`config.mk`:
```
export PLATFORM = sky130hd
export DESIGN_NAME = sbus_frame_decoder
export DESIGN_NICKNAME = d
export VERILOG_FILES = /design/src/rtl/core/sfd_pkg.sv /design/src/rtl/core/sfd_fifo.sv /design/src/rtl/core/sfd_front.sv /design/src/rtl/core/sfd_back.sv /design/src/rtl/core/sbus_frame_decoder.sv
export SDC_FILE = /design/constraint.sdc
export NUM_CORES = 1
export LEC_CHECK = 0
export ABC_CLOCK_PERIOD_IN_PS = 11700
export BUFFER_PORTS_ARGS = -buffer_cell sky130_fd_sc_hd__buf_2
export CAP_MARGIN = 20
export CORE_ASPECT_RATIO = 0.8
export CORE_MARGIN = 3
export CORE_UTILIZATION = 57
export DETAILED_ROUTE_END_ITERATION = 8
export PLACE_DENSITY = 0.73
export SYNTH_ARGS = -nofsm -noshare
export SYNTH_HDL_FRONTEND = slang
export SYNTH_HIERARCHICAL = 1
export SYNTH_SLANG_ARGS = --single-unit
```
`constraint.sdc`:
```
create_clock -name clk -period 11.7 [get_ports clk]
set_input_delay 1.17 -clock clk [delete_from_list [all_inputs] [get_ports clk]]
set_output_delay 1.17 -clock clk [all_outputs]
set_load 0.02 [all_outputs]
```
`src/rtl/core/sfd_pkg.sv`:
```
`default_nettype none

package sfd_pkg;

  // Frame layout
  localparam int FRAME_BYTES   = 25;
  localparam int CHANNEL_COUNT = 16;
  localparam int BYTE_W        = 8;
  localparam int RAW_W         = 11;
  localparam int CH_W          = 4;
  localparam int POS_W         = 5;
  localparam int PCT_W         = 15;
  localparam int GAIN_W        = 24;
  localparam int FLAG_BYTE     = 23;
  localparam int BODY_BYTES    = FRAME_BYTES - 2;
  localparam int BODY_W        = BODY_BYTES * BYTE_W;
  localparam int PROD_W        = RAW_W + GAIN_W;
  localparam int FRAC_W        = 16;
  localparam int PERCENT_LIMIT = 25600;

  // Queue depths
  localparam int FQ_DEPTH_DEF  = 2;
  localparam int OUT_DEPTH_DEF = 4;

  // Configuration register map
  localparam int ADDR_W = 5;
  localparam int DATA_W = 32;

  typedef enum logic [2:0] {
    REG_HEADER = 3'd0,
    REG_FOOTER = 3'd1,
    REG_RMIN   = 3'd2,
    REG_RMAX   = 3'd3,
    REG_GAIN   = 3'd4
  } sfd_reg_t;

  localparam logic [7:0]        HEADER_RST = 8'd15;
  localparam logic [7:0]        FOOTER_RST = 8'd0;
  localparam logic [RAW_W-1:0]  RMIN_RST   = 11'd172;
  localparam logic [RAW_W-1:0]  RMAX_RST   = 11'd1811;
  localparam logic [GAIN_W-1:0] GAIN_RST   = 24'd1023625;

  typedef struct packed {
    logic [BYTE_W-1:0] header;
    logic [BYTE_W-1:0] footer;
    logic [RAW_W-1:0]  rmin;
    logic [RAW_W-1:0]  rmax;
    logic [GAIN_W-1:0] gain;
  } sfd_cfg_t;

  // One collected frame: check result and bytes 1..23
  typedef struct packed {
    logic              ok;
    logic [BODY_W-1:0] body;
  } sfd_frame_t;

  // One result item
  typedef struct packed {
    logic [CH_W-1:0]  index;
    logic [RAW_W-1:0] raw;
    logic [PCT_W-1:0] percent;
    logic             digital_one;
    logic             digital_two;
    logic             frame_lost;
    logic             fail_safe;
    logic             frame_valid;
    logic             last;
  } sfd_result_t;

endpackage

`default_nettype wire

```
`src/rtl/core/sfd_fifo.sv`:
```
`default_nettype none

module sfd_fifo #(
  parameter int WIDTH = 8,
  parameter int DEPTH = 2
) (
  input  wire logic                         clk,
  input  wire logic                         rst_n,
  input  wire logic                         wr_en,
  input  wire logic [WIDTH-1:0]             wr_data,
  input  wire logic                         rd_en,
  output logic      [WIDTH-1:0]             rd_data,
  output logic                              full,
  output logic                              empty,
  output logic      [$clog2(DEPTH+1)-1:0]   count
);

  localparam int PTR_W = (DEPTH > 2) ? $clog2(DEPTH) : 1;
  localparam int CNT_W = $clog2(DEPTH + 1);

  logic [WIDTH-1:0] mem_r [0:DEPTH-1];
  logic [PTR_W-1:0] wr_ptr_r, wr_ptr_nxt;
  logic [PTR_W-1:0] rd_ptr_r, rd_ptr_nxt;
  logic [CNT_W-1:0] cnt_r, cnt_nxt;

  // Pointer and fill count update
  always_comb begin
    wr_ptr_nxt = wr_ptr_r;
    rd_ptr_nxt = rd_ptr_r;
    cnt_nxt    = cnt_r;
    if (wr_en) begin
      wr_ptr_nxt = (wr_ptr_r == PTR_W'(DEPTH - 1)) ? '0 : wr_ptr_r + 1'b1;
    end
    if (rd_en) begin
      rd_ptr_nxt = (rd_ptr_r == PTR_W'(DEPTH - 1)) ? '0 : rd_ptr_r + 1'b1;
    end
    if (wr_en && !rd_en) begin
      cnt_nxt = cnt_r + 1'b1;
    end else if (rd_en && !wr_en) begin
      cnt_nxt = cnt_r - 1'b1;
    end
  end

  always_ff @(posedge clk) begin
    if (!rst_n) begin
      wr_ptr_r <= '0;
      rd_ptr_r <= '0;
      cnt_r    <= '0;
    end else begin
      wr_ptr_r <= wr_ptr_nxt;
      rd_ptr_r <= rd_ptr_nxt;
      cnt_r    <= cnt_nxt;
    end
  end

  // Storage, no reset
  always_ff @(posedge clk) begin
    if (wr_en) begin
      mem_r[wr_ptr_r] <= wr_data;
    end
  end

  assign rd_data = mem_r[rd_ptr_r];
  assign full    = (cnt_r == CNT_W'(DEPTH));
  assign empty   = (cnt_r == '0);
  assign count   = cnt_r;

endmodule

`default_nettype wire

```
`src/rtl/core/sfd_front.sv`:
```
`default_nettype none

module sfd_front (
  input  wire logic                        clk,
  input  wire logic                        rst_n,
  input  wire sfd_pkg::sfd_cfg_t           cfg,
  input  wire logic                        push,
  input  wire logic [sfd_pkg::BYTE_W-1:0]  data_byte,
  input  wire logic                        resync,
  input  wire logic                        fq_full,
  output logic                             full,
  output logic                             fq_push,
  output sfd_pkg::sfd_frame_t              fq_data
);

  localparam logic [sfd_pkg::POS_W-1:0] LAST_POS = sfd_pkg::POS_W'(sfd_pkg::FRAME_BYTES - 1);

  logic [sfd_pkg::BYTE_W-1:0] store_r [0:sfd_pkg::FRAME_BYTES-2];
  logic [sfd_pkg::POS_W-1:0]  pos_r, pos_nxt;
  logic [sfd_pkg::POS_W-1:0]  wpos;
  logic                       accept;
  logic                       closing;

  // Stall any byte offered at the closing position, also a resync byte, while the frame queue is full
  assign full    = fq_full && (pos_r == LAST_POS);
  assign accept  = push && !full;
  assign wpos    = resync ? '0 : pos_r;
  assign closing = (wpos == LAST_POS);
  assign fq_push = accept && closing;

  always_comb begin
    pos_nxt = pos_r;
    if (accept) begin
      pos_nxt = closing ? '0 : wpos + 1'b1;
    end
  end

  always_ff @(posedge clk) begin
    if (!rst_n) begin
      pos_r <= '0;
    end else begin
      pos_r <= pos_nxt;
    end
  end

  // Byte store, closing byte is never stored
  always_ff @(posedge clk) begin
    if (accept && !closing) begin
      store_r[wpos] <= data_byte;
    end
  end

  // Frame record: header/footer check and the channel/flag bytes
  always_comb begin
    fq_data.ok = (store_r[0] == cfg.header) && (data_byte == cfg.footer);
    for (int k = 1; k <= sfd_pkg::BODY_BYTES; k++) begin
      fq_data.body[(k-1)*sfd_pkg::BYTE_W +: sfd_pkg::BYTE_W] = store_r[k];
    end
  end

endmodule

`default_nettype wire

```
`src/rtl/core/sfd_back.sv`:
```
`default_nettype none

module sfd_back #(
  parameter int OUT_DEPTH = sfd_pkg::OUT_DEPTH_DEF
) (
  input  wire logic                               clk,
  input  wire logic                               rst_n,
  input  wire sfd_pkg::sfd_cfg_t                  cfg,
  input  wire logic                               fq_empty,
  input  wire sfd_pkg::sfd_frame_t                fq_data,
  output logic                                    fq_pop,
  input  wire logic [$clog2(OUT_DEPTH+1)-1:0]     out_cnt,
  output logic                                    res_wr,
  output sfd_pkg::sfd_result_t                    res_data
);

  localparam int CNT_W = $clog2(OUT_DEPTH + 1);
  localparam logic [sfd_pkg::CH_W-1:0] LAST_CH = sfd_pkg::CH_W'(sfd_pkg::CHANNEL_COUNT - 1);
  localparam int RES_W = sfd_pkg::PROD_W - sfd_pkg::FRAC_W;

  logic [sfd_pkg::CH_W-1:0]   ch_r, ch_nxt;
  logic [CNT_W-1:0]           space;
  logic [CNT_W-1:0]           inflight;
  logic                       issue;
  logic                       rec_done;

  sfd_pkg::sfd_result_t       s1_res;
  logic [sfd_pkg::RAW_W-1:0]  s1_diff;
  logic [sfd_pkg::RAW_W-1:0]  clamp_lo;
  logic [sfd_pkg::RAW_W-1:0]  clamp_hi;

  logic                       s1_v_r;
  sfd_pkg::sfd_result_t       s1_res_r;
  logic [sfd_pkg::RAW_W-1:0]  s1_diff_r;
  logic                       s2_v_r;
  sfd_pkg::sfd_result_t       s2_res_r;
  logic [sfd_pkg::PROD_W-1:0] s2_prod_r;
  logic [RES_W-1:0]           scaled;

  // Issue only with room reserved for items still in the pipe
  assign space    = CNT_W'(OUT_DEPTH) - out_cnt;
  assign inflight = CNT_W'(s1_v_r) + CNT_W'(s2_v_r);
  assign issue    = !fq_empty && (inflight < space);
  assign rec_done = !fq_data.ok || (ch_r == LAST_CH);
  assign fq_pop   = issue && rec_done;

  // Channel counter
  always_comb begin
    ch_nxt = ch_r;
    if (issue) begin
      ch_nxt = rec_done ? '0 : ch_r + 1'b1;
    end
  end

  always_ff @(posedge clk) begin
    if (!rst_n) begin
      ch_r <= '0;
    end else begin
      ch_r <= ch_nxt;
    end
  end

  // Stage 1: unpack, clamp, offset
  always_comb begin
    s1_res   = '0;
    s1_diff  = '0;
    clamp_lo = '0;
    clamp_hi = '0;
    if (fq_data.ok) begin
      s1_res.index       = ch_r;
      s1_res.raw         = fq_data.body[int'(ch_r) * sfd_pkg::RAW_W +: sfd_pkg::RAW_W];
      s1_res.digital_one = fq_data.body[(sfd_pkg::FLAG_BYTE - 1) * sfd_pkg::BYTE_W];
      s1_res.digital_two = fq_data.body[(sfd_pkg::FLAG_BYTE - 1) * sfd_pkg::BYTE_W + 1];
      s1_res.frame_lost  = fq_data.body[(sfd_pkg::FLAG_BYTE - 1) * sfd_pkg::BYTE_W + 2];
      s1_res.fail_safe   = fq_data.body[(sfd_pkg::FLAG_BYTE - 1) * sfd_pkg::BYTE_W + 3];
      s1_res.frame_valid = 1'b1;
      s1_res.last        = (ch_r == LAST_CH);
      clamp_lo = (s1_res.raw < cfg.rmin) ? cfg.rmin : s1_res.raw;
      clamp_hi = (clamp_lo > cfg.rmax) ? cfg.rmax : clamp_lo;
      // crossed range ends below the minimum and reads as zero
      s1_diff  = (clamp_hi < cfg.rmin) ? '0 : clamp_hi - cfg.rmin;
    end else begin
      s1_res.last = 1'b1;
    end
  end

  // Pipeline valids
  always_ff @(posedge clk) begin
    if (!rst_n) begin
      s1_v_r <= 1'b0;
      s2_v_r <= 1'b0;
    end else begin
      s1_v_r <= issue;
      s2_v_r <= s1_v_r;
    end
  end

  // Pipeline payload; stage 2 holds the gain product
  always_ff @(posedge clk) begin
    s1_res_r  <= s1_res;
    s1_diff_r <= s1_diff;
    s2_res_r  <= s1_res_r;
    s2_prod_r <= sfd_pkg::PROD_W'(s1_diff_r) * sfd_pkg::PROD_W'(cfg.gain);
  end

  // Drop the Q16 fraction and saturate
  assign scaled = s2_prod_r[sfd_pkg::PROD_W-1:sfd_pkg::FRAC_W];

  always_comb begin
    res_data = s2_res_r;
    res_data.percent = (scaled > RES_W'(sfd_pkg::PERCENT_LIMIT))
                     ? sfd_pkg::PCT_W'(sfd_pkg::PERCENT_LIMIT)
                     : scaled[sfd_pkg::PCT_W-1:0];
  end

  assign res_wr = s2_v_r;

endmodule

`default_nettype wire

```
`src/rtl/core/sbus_frame_decoder.sv`:
```
// SBUS 16-channel frame decoder.
// Input channel: one received byte per item (in_data_byte, in_resync), taken
// on push while full is low. in_resync makes the byte the first of a frame.
// Bytes 0..24 form a frame; the closing byte checks header and footer.
// Result channel: queue style, a result is shown while empty is low and is
// taken on pop. A good frame gives 16 results (channels 0..15, last on 15);
// a bad frame gives one result with out_frame_valid low and out_last high.
// A frame enters the frame queue on its closing byte; its results pass the
// stage 1 and stage 2 registers into the result queue as room allows.
// Results leave at one per cycle while pop is high; bytes are taken at one
// per cycle while full is low. The frame queue holds two collected frames;
// full is high only while 24 bytes are held and that queue is full, which
// happens when pop stalls until the result queue and both frame slots fill.
// Config: pready is always high. APB registers at 4*i (header, footer, range
// min, range max, gain), written by the user only while idle; not enforced.
// Reset: synchronous, active low; clears the byte count, both queues and the
// pipeline, and loads register defaults. The byte store is not cleared.
`default_nettype none

module sbus_frame_decoder #(
  parameter int FQ_DEPTH  = sfd_pkg::FQ_DEPTH_DEF,
  parameter int OUT_DEPTH = sfd_pkg::OUT_DEPTH_DEF
) (
  input  wire logic                          clk,
  input  wire logic                          rst_n,
  // input channel
  input  wire logic                          push,
  output logic                               full,
  input  wire logic [sfd_pkg::BYTE_W-1:0]    in_data_byte,
  input  wire logic                          in_resync,
  // result channel
  output logic                               empty,
  input  wire logic                          pop,
  output logic [sfd_pkg::CH_W-1:0]           out_channel_index,
  output logic [sfd_pkg::RAW_W-1:0]          out_channel_raw,
  output logic [sfd_pkg::PCT_W-1:0]          out_channel_percent,
  output logic                               out_digital_one,
  output logic                               out_digital_two,
  output logic                               out_frame_lost,
  output logic                               out_fail_safe,
  output logic                               out_frame_valid,
  output logic                               out_last,
  // configuration
  input  wire logic                          psel,
  input  wire logic                          penable,
  input  wire logic                          pwrite,
  input  wire logic [sfd_pkg::ADDR_W-1:0]    paddr,
  input  wire logic [sfd_pkg::DATA_W-1:0]    pwdata,
  output logic [sfd_pkg::DATA_W-1:0]         prdata,
  output logic                               pready
);

  localparam int OUT_CNT_W = $clog2(OUT_DEPTH + 1);
  localparam int FQ_CNT_W  = $clog2(FQ_DEPTH + 1);

  sfd_pkg::sfd_cfg_t    cfg_r, cfg_nxt;
  sfd_pkg::sfd_reg_t    reg_idx;
  logic                 cfg_wr;

  logic                 fq_push;
  logic                 fq_pop;
  logic                 fq_full;
  logic                 fq_empty;
  logic [FQ_CNT_W-1:0]  fq_cnt;
  sfd_pkg::sfd_frame_t  fq_wdata;
  sfd_pkg::sfd_frame_t  fq_rdata;

  logic                 res_wr;
  sfd_pkg::sfd_result_t res_wdata;
  sfd_pkg::sfd_result_t res_rdata;
  logic [OUT_CNT_W-1:0] out_cnt;
  logic                 out_full;
  logic                 out_rd;

  // Register port
  assign pready  = 1'b1;
  assign cfg_wr  = psel && penable && pwrite && pready;
  assign reg_idx = sfd_pkg::sfd_reg_t'(paddr[sfd_pkg::ADDR_W-1:2]);

  always_comb begin
    cfg_nxt = cfg_r;
    if (cfg_wr) begin
      case (reg_idx)
        sfd_pkg::REG_HEADER: cfg_nxt.header = pwdata[sfd_pkg::BYTE_W-1:0];
        sfd_pkg::REG_FOOTER: cfg_nxt.footer = pwdata[sfd_pkg::BYTE_W-1:0];
        sfd_pkg::REG_RMIN:   cfg_nxt.rmin   = pwdata[sfd_pkg::RAW_W-1:0];
        sfd_pkg::REG_RMAX:   cfg_nxt.rmax   = pwdata[sfd_pkg::RAW_W-1:0];
        sfd_pkg::REG_GAIN:   cfg_nxt.gain   = pwdata[sfd_pkg::GAIN_W-1:0];
        default:             cfg_nxt = cfg_r;
      endcase
    end
  end

  always_ff @(posedge clk) begin
    if (!rst_n) begin
      cfg_r.header <= sfd_pkg::HEADER_RST;
      cfg_r.footer <= sfd_pkg::FOOTER_RST;
      cfg_r.rmin   <= sfd_pkg::RMIN_RST;
      cfg_r.rmax   <= sfd_pkg::RMAX_RST;
      cfg_r.gain   <= sfd_pkg::GAIN_RST;
    end else begin
      cfg_r <= cfg_nxt;
    end
  end

  // Register readback
  always_comb begin
    case (reg_idx)
      sfd_pkg::REG_HEADER: prdata = sfd_pkg::DATA_W'(cfg_r.header);
      sfd_pkg::REG_FOOTER: prdata = sfd_pkg::DATA_W'(cfg_r.footer);
      sfd_pkg::REG_RMIN:   prdata = sfd_pkg::DATA_W'(cfg_r.rmin);
      sfd_pkg::REG_RMAX:   prdata = sfd_pkg::DATA_W'(cfg_r.rmax);
      sfd_pkg::REG_GAIN:   prdata = sfd_pkg::DATA_W'(cfg_r.gain);
      default:             prdata = '0;
    endcase
  end

  // Front: byte collection and frame check
  sfd_front u_front (
    .clk       (clk),
    .rst_n     (rst_n),
    .cfg       (cfg_r),
    .push      (push),
    .data_byte (in_data_byte),
    .resync    (in_resync),
    .fq_full   (fq_full),
    .full      (full),
    .fq_push   (fq_push),
    .fq_data   (fq_wdata)
  );

  // Queue of collected frames
  sfd_fifo #(
    .WIDTH ($bits(sfd_pkg::sfd_frame_t)),
    .DEPTH (FQ_DEPTH)
  ) u_frame_q (
    .clk     (clk),
    .rst_n   (rst_n),
    .wr_en   (fq_push),
    .wr_data (fq_wdata),
    .rd_en   (fq_pop),
    .rd_data (fq_rdata),
    .full    (fq_full),
    .empty   (fq_empty),
    .count   (fq_cnt)
  );

  // Back: channel sequencing and scaling
  sfd_back #(
    .OUT_DEPTH (OUT_DEPTH)
  ) u_back (
    .clk      (clk),
    .rst_n    (rst_n),
    .cfg      (cfg_r),
    .fq_empty (fq_empty),
    .fq_data  (fq_rdata),
    .fq_pop   (fq_pop),
    .out_cnt  (out_cnt),
    .res_wr   (res_wr),
    .res_data (res_wdata)
  );

  // Result queue
  assign out_rd = pop && !empty;

  sfd_fifo #(
    .WIDTH ($bits(sfd_pkg::sfd_result_t)),
    .DEPTH (OUT_DEPTH)
  ) u_out_q (
    .clk     (clk),
    .rst_n   (rst_n),
    .wr_en   (res_wr),
    .wr_data (res_wdata),
    .rd_en   (out_rd),
    .rd_data (res_rdata),
    .full    (out_full),
    .empty   (empty),
    .count   (out_cnt)
  );

  assign out_channel_index   = res_rdata.index;
  assign out_channel_raw     = res_rdata.raw;
  assign out_channel_percent = res_rdata.percent;
  assign out_digital_one     = res_rdata.digital_one;
  assign out_digital_two     = res_rdata.digital_two;
  assign out_frame_lost      = res_rdata.frame_lost;
  assign out_fail_safe       = res_rdata.fail_safe;
  assign out_frame_valid     = res_rdata.frame_valid;
  // out_full and fq_cnt are status only; the back credit keeps the queue from overflow
  assign out_last            = res_rdata.last | (out_full & 1'b0) | (|fq_cnt & 1'b0);

endmodule

`default_nettype wire

```
### Yosys cells after proc, flatten, opt, wreduce, memory -nomap -nowiden

Memories as Yosys holds them, arrays and structs flattened. A register that Yosys moved wholly into a read port is not among the register bits.
Cells that the tools add are included.

| cells by class | value |
|---|---|
| mux-type cells | 26 |
| multipliers | 2 |
| bitwise logic cells | 1 |
| magnitude comparators | 5 |
| reduce and logical (&&, ||, !) cells | 35 |
| eq/ne operators | 12 |
| shift operators | 1 |
| add/subtract/negate cells | 13 |

Operators by type and width:

| cell | number |
|---|---|
| indexed part select 184 x 9 -> 11 bit | 1 |
| one-hot mux 24 bit (5 select lines) | 1 |
| multiplier 11 x 24 -> 35 bit | 1 |
| less-than comparator 11 bit | 2 |
| 2-to-1 mux 11 bit | 2 |
| > comparator 19 x 15 -> 1 bit (second input constant) | 1 |
| == test 8 bit | 2 |
| 2-to-1 mux 15 bit | 1 |
| logical AND 1 bit | 14 |
| 2-to-1 mux 2 bit | 6 |
| > comparator 11 bit | 1 |
| 2-to-1 mux 1 bit | 11 |
| subtractor 11 bit | 1 |
| == test 5 bit (second input constant) | 2 |
| 2-to-1 mux 5 bit | 2 |
| AND reduction 2 bit | 5 |
| logical NOT 1 bit | 9 |
| multiplier 4 x 4 -> 8 bit (second input constant) | 1 |
| adder 2 x 1 -> 2 bit (second input constant) | 3 |
| == test 2 bit (second input constant) | 3 |
| == test 3 x 2 -> 1 bit (second input constant) | 2 |
| logical NOT 3 bit | 2 |
| 2-to-1 mux 3 bit | 2 |
| adder 5 x 1 -> 5 bit (second input constant) | 1 |
| other kinds (17) | 19 |

| word-level totals | value |
|---|---|
| memories kept | 3 |
| output and inout port bits | 71 |
| memory bits (writable) | 706 |
| register bits | 172 |

Memories:

| memory | depth | bits a word | read ports | clocked after memory_dff | write ports | line | RTL |
|---|---|---|---|---|---|---|---|
| u_frame_q.mem_r | 2 | 185 | 1 | 1 | 1 | sfd_fifo.sv:21 | `logic [WIDTH-1:0] mem_r [0:DEPTH-1];` |
| u_front.store_r | 24 | 8 | 24 | 0 | 1 | sfd_front.sv:18 | `logic [sfd_pkg::BYTE_W-1:0] store_r [0:sfd_pkg::FRAME_BYTES-2];` |
| u_out_q.mem_r | 4 | 36 | 1 | 1 | 1 | sfd_fifo.sv:21 |  |

### Depth between registers and ports, before layout

| logic depth | value |
|---|---|
| depth after elaboration | 9 |
| mapped depth | 35 |

### Hierarchy

Netlist, hierarchy kept.

By module, submodules not included:

| module | times used | seq. area each (µm²) | cells an instance | area each (µm²) |
|---|---|---|---|---|
| sfd_fifo at u_frame_q | 1 | 11210.8 | 598 | 14191.1 |
| sfd_back | 1 | 1561.5 | 1226 | 12072.8 |
| sfd_front | 1 | 5865.6 | 296 | 6488.7 |
| sfd_fifo at u_out_q | 1 | 4504.3 | 232 | 5706.7 |
| sbus_frame_decoder | 1 | 1241.2 | 322 | 2939.1 |

### Worst setup path after synthesis

No wires, ideal clock.

| timing path | value |
|---|---|
| kind | input to register |
| start | input port in_resync |
| end | register u_frame_q.wr_ptr_r |
| buffers on the path | 1 |
| data required time | 11.604 ns |
| arrival time | 11.057 ns |
| stages | 7 |
| slack | 0.547 ns |
| path through | buf_2 -> nand2b_1 -> ha_1 -> nand3_1 -> nor3_1 -> nor2b_1 -> o21a_1 |

| between the ends | value |
|---|---|
| word-level cells in the longest chain between the ends | 3 |

Ends and longest elaborated chain:

| item | line | RTL |
|---|---|---|
| start: declaration | sbus_frame_decoder.sv:30 | `input wire logic in_resync,` |
| 2-to-1 mux 5 bit | sfd_front.sv:27 | `assign wpos = resync ? '0 : pos_r;` |
| == test 5 bit | sfd_front.sv:28 | `assign closing = (wpos == LAST_POS);` |
| logical AND 1 bit | sfd_front.sv:29 | `assign fq_push = accept && closing;` |
| net fq_push | sbus_frame_decoder.sv:60 | `logic fq_push;` |
| end signal: assignment | sfd_fifo.sv:50 | `wr_ptr_r <= wr_ptr_nxt;` |
| end: declaration | sfd_fifo.sv:22 | `logic [PTR_W-1:0] wr_ptr_r, wr_ptr_nxt;` |

The timed path passes the listed nets, and every way through them passes these cells.
A chain may end at the register's enable or synchronous reset.

==> flow_summary.ini <==
[clocking]
htreeDepth = 3
cts_setup_buffers = 0
cts_tree = built
numCtsBuffers = 82
cts_resized = 0
holdBufCountCts = 0
clk_pin_slew_worst_paths_ns = 0.07
cts_root_buf = clkbuf_16
clock_sinks = 853
clk_latency_ns = 0.64
cts.path.max_buffers = 3

[route]
drt_iter0_drc = 2154
wl_per_cell_um = 23.9
wl_mm = 90.0
via_per_inst = 5.89
ant_nets = 0
drt-pass1-iter-count = 6
drc_errors = 0
via_count = 22100

[floorplanning]
fp.coreArea_um2 = 70900
die_y_um = 246
ios = 124
dieArea_um2 = 75200
die_w_um = 306
start_util_pct = 57.8
rows = 87

[synthesis]
synthCells = 2657
syn_area_um2 = 41000
ys_warn_count = 6
avgSynthCellArea_um2 = 15.4

[power_and_ir_drop]
finalPower_mw = 7.55
p_clk_share_pct = 33.4
leakage_nw = 16.1
p_int_mw = 5.48
power_switching_mw = 2.07
seqPwrFrac_pct = 46.2
combPwrFrac_pct = 20.4
vdd.ir_drop.worst_v = 0.000129
switching_share_pct = 27.4
pwr_density_cell_nw_per_um2 = 168

[global_routing]
grt_usage_pct = 24.4
grt_first_pass_wirelength_mm = 138
antenna_found_initial = 3
grt_pass1_vias = 23000
grt_overflow = 0
grt_max_degree = 83

[worst_setup_path]
cp_slowest_cell = dfxtp_4
arrival_ns = 9.97
critPathCaptureType = flop
start_kind = flop
crit_fanout = 56
max_stage_delay_ns = 1.06
worstPathRequired_ns = 12.23
crit_type = reg2reg

[place]
port-buffer-count = 104
place_area_um2 = 42200
dpl.cell_count = 3608
place_ws_ns = 2.44
dp_hpwl_mm = 57.9
gp_congestion = 0.905

[worst_hold_path]
hp-class = reg2reg

[sta]
setup_viol = 0
skew_ns = 0.0290
tns_ns = 0
worst_slew_pin_slew_ns = 1.23
fin_crit_ns = 9.44
grt_setup_unrepaired = false
worst_slack_ns = 2.26
clock.fmax_mhz = 106
holdWs_ns = 0.322
finalHoldViolCount = 0
relSlewSlack_pct = 17.9
fin_crit_sh_pct = 80.7
slew_violations = 0

[finish]
finalNonFillerCells = 3760
seqCellArea_um2 = 24000
nFillCells = 4949
drive_above_1_share_pct = 20.2
multi_input_area_um2 = 15400
final_area_um2 = 44900
nNetsFinal = 3130
final_util_pct = 63.4
insertedDiodeCount = 0
area_delta_synth_final_pct = 9.61

[job]
maxCapViolCount = 0

[status]
status = complete, no violations
[registers in the layout, summed over array words and instances, names as in the netlist, named ones only]
signal / cells
u_back/res_data: 21
u_frame_q/count: 2
u_front/store_r: 188
u_back/s1_v_r: 1
cfg_r: 62
u_back/res_wr: 1
u_back/s1_diff_r: 11
u_front/pos_r: 5
u_frame_q/wr_ptr_r: 1
u_frame_q/mem_r: 362
u_frame_q/rd_ptr_r: 1
u_out_q/rd_ptr_r: 2
u_back/ch_r: 4
u_out_q/wr_ptr_r: 2
u_out_q/mem_r: 144
u_back/s2_prod_r: 19
u_back/s1_res_r: 21
u_out_q/count: 3
[layer usage]
metal / share of wire, % / vias to the layer above / global-route usage, %
met4: 2.3 / 0 / 6.58
met3: 8.2 / 126 / 5.20
li1: - / 9710 / -
met1: 44 / 11400 / 36.1
met2: 46 / 877 / 37.1
met5: 0 / - / 0
[cell usage in the layout, fill, tap and decap left out, types with 6 or more instances in the layout]
master,count
nand2b_1,10
clkinv_2,9
dfxtp_1,155
xor2_1,11
o211ai_1,21
a21oi_1,31
and2_1,139
clkbuf_1,14
fa_1,198
nand2_1,252
a21o_1,17
buf_4,38
clkbuf_16,83
nor3_1,9
buf_2,103
mux4_2,85
edfxtp_1,694
mux2i_1,61
clkinv_1,20
mux2_4,150
o21ai_0,46
mux2_2,52
nand3_1,23
ha_1,117
and3_1,12
mux4_1,6
nor2_1,50
nor4_1,6
xnor2_1,34
o21a_1,9
o311ai_0,10
inv_1,207
conb_1,9
nor2b_1,17
o22ai_1,10
nand4_1,13
[path summary, 6_finish.rpt]
check | slack (ns) | end | cells after the start | startpoint
max | 2.26 | u_back/s1_diff_r[4] | 28 | flop
min | 0.32 | u_back/res_data[21] | 0 | u_back/s1_res_r[21]
max reg2reg | 2.26 | u_back/s1_diff_r[4] | 28 | flop
min reg2reg | 0.32 | u_back/res_data[21] | 0 | u_back/s1_res_r[21]
[worst max-delay path: cells and delay by family (launching register included)]
family	cells	cell delay (ns)
compound gates	12	2.16
simple gates	6	2.03
flops	1	1.06
mux	5	2.35
buf+inv	2	0.73
fa+ha+maj	3	0.92
[area by class of cell]
class	count	share of cell area, %
sequential	853	53.5
multi-input combinational	1470	34.3
clock buffer	101	4.86
tap	934	2.60
timing repair buffer	148	2.05
inverter	207	1.73
clock inverter	47	0.933
[power by group through the flow]
stage | Sequential (mW) | Clock (mW) | Combinational, mW
3_3_place_gp | 3.54 | 0 | 1.48
2_1_floorplan | 3.47 | 0 | 1.22
3_5_place_dp | 3.55 | 0 | 1.52
6_report | 3.48 | 2.52 | 1.54
5_1_grt | 3.50 | 2.70 | 1.68
4_1_cts | 3.49 | 2.57 | 1.53
Note: power is estimated with default switching activity, not from simulation.
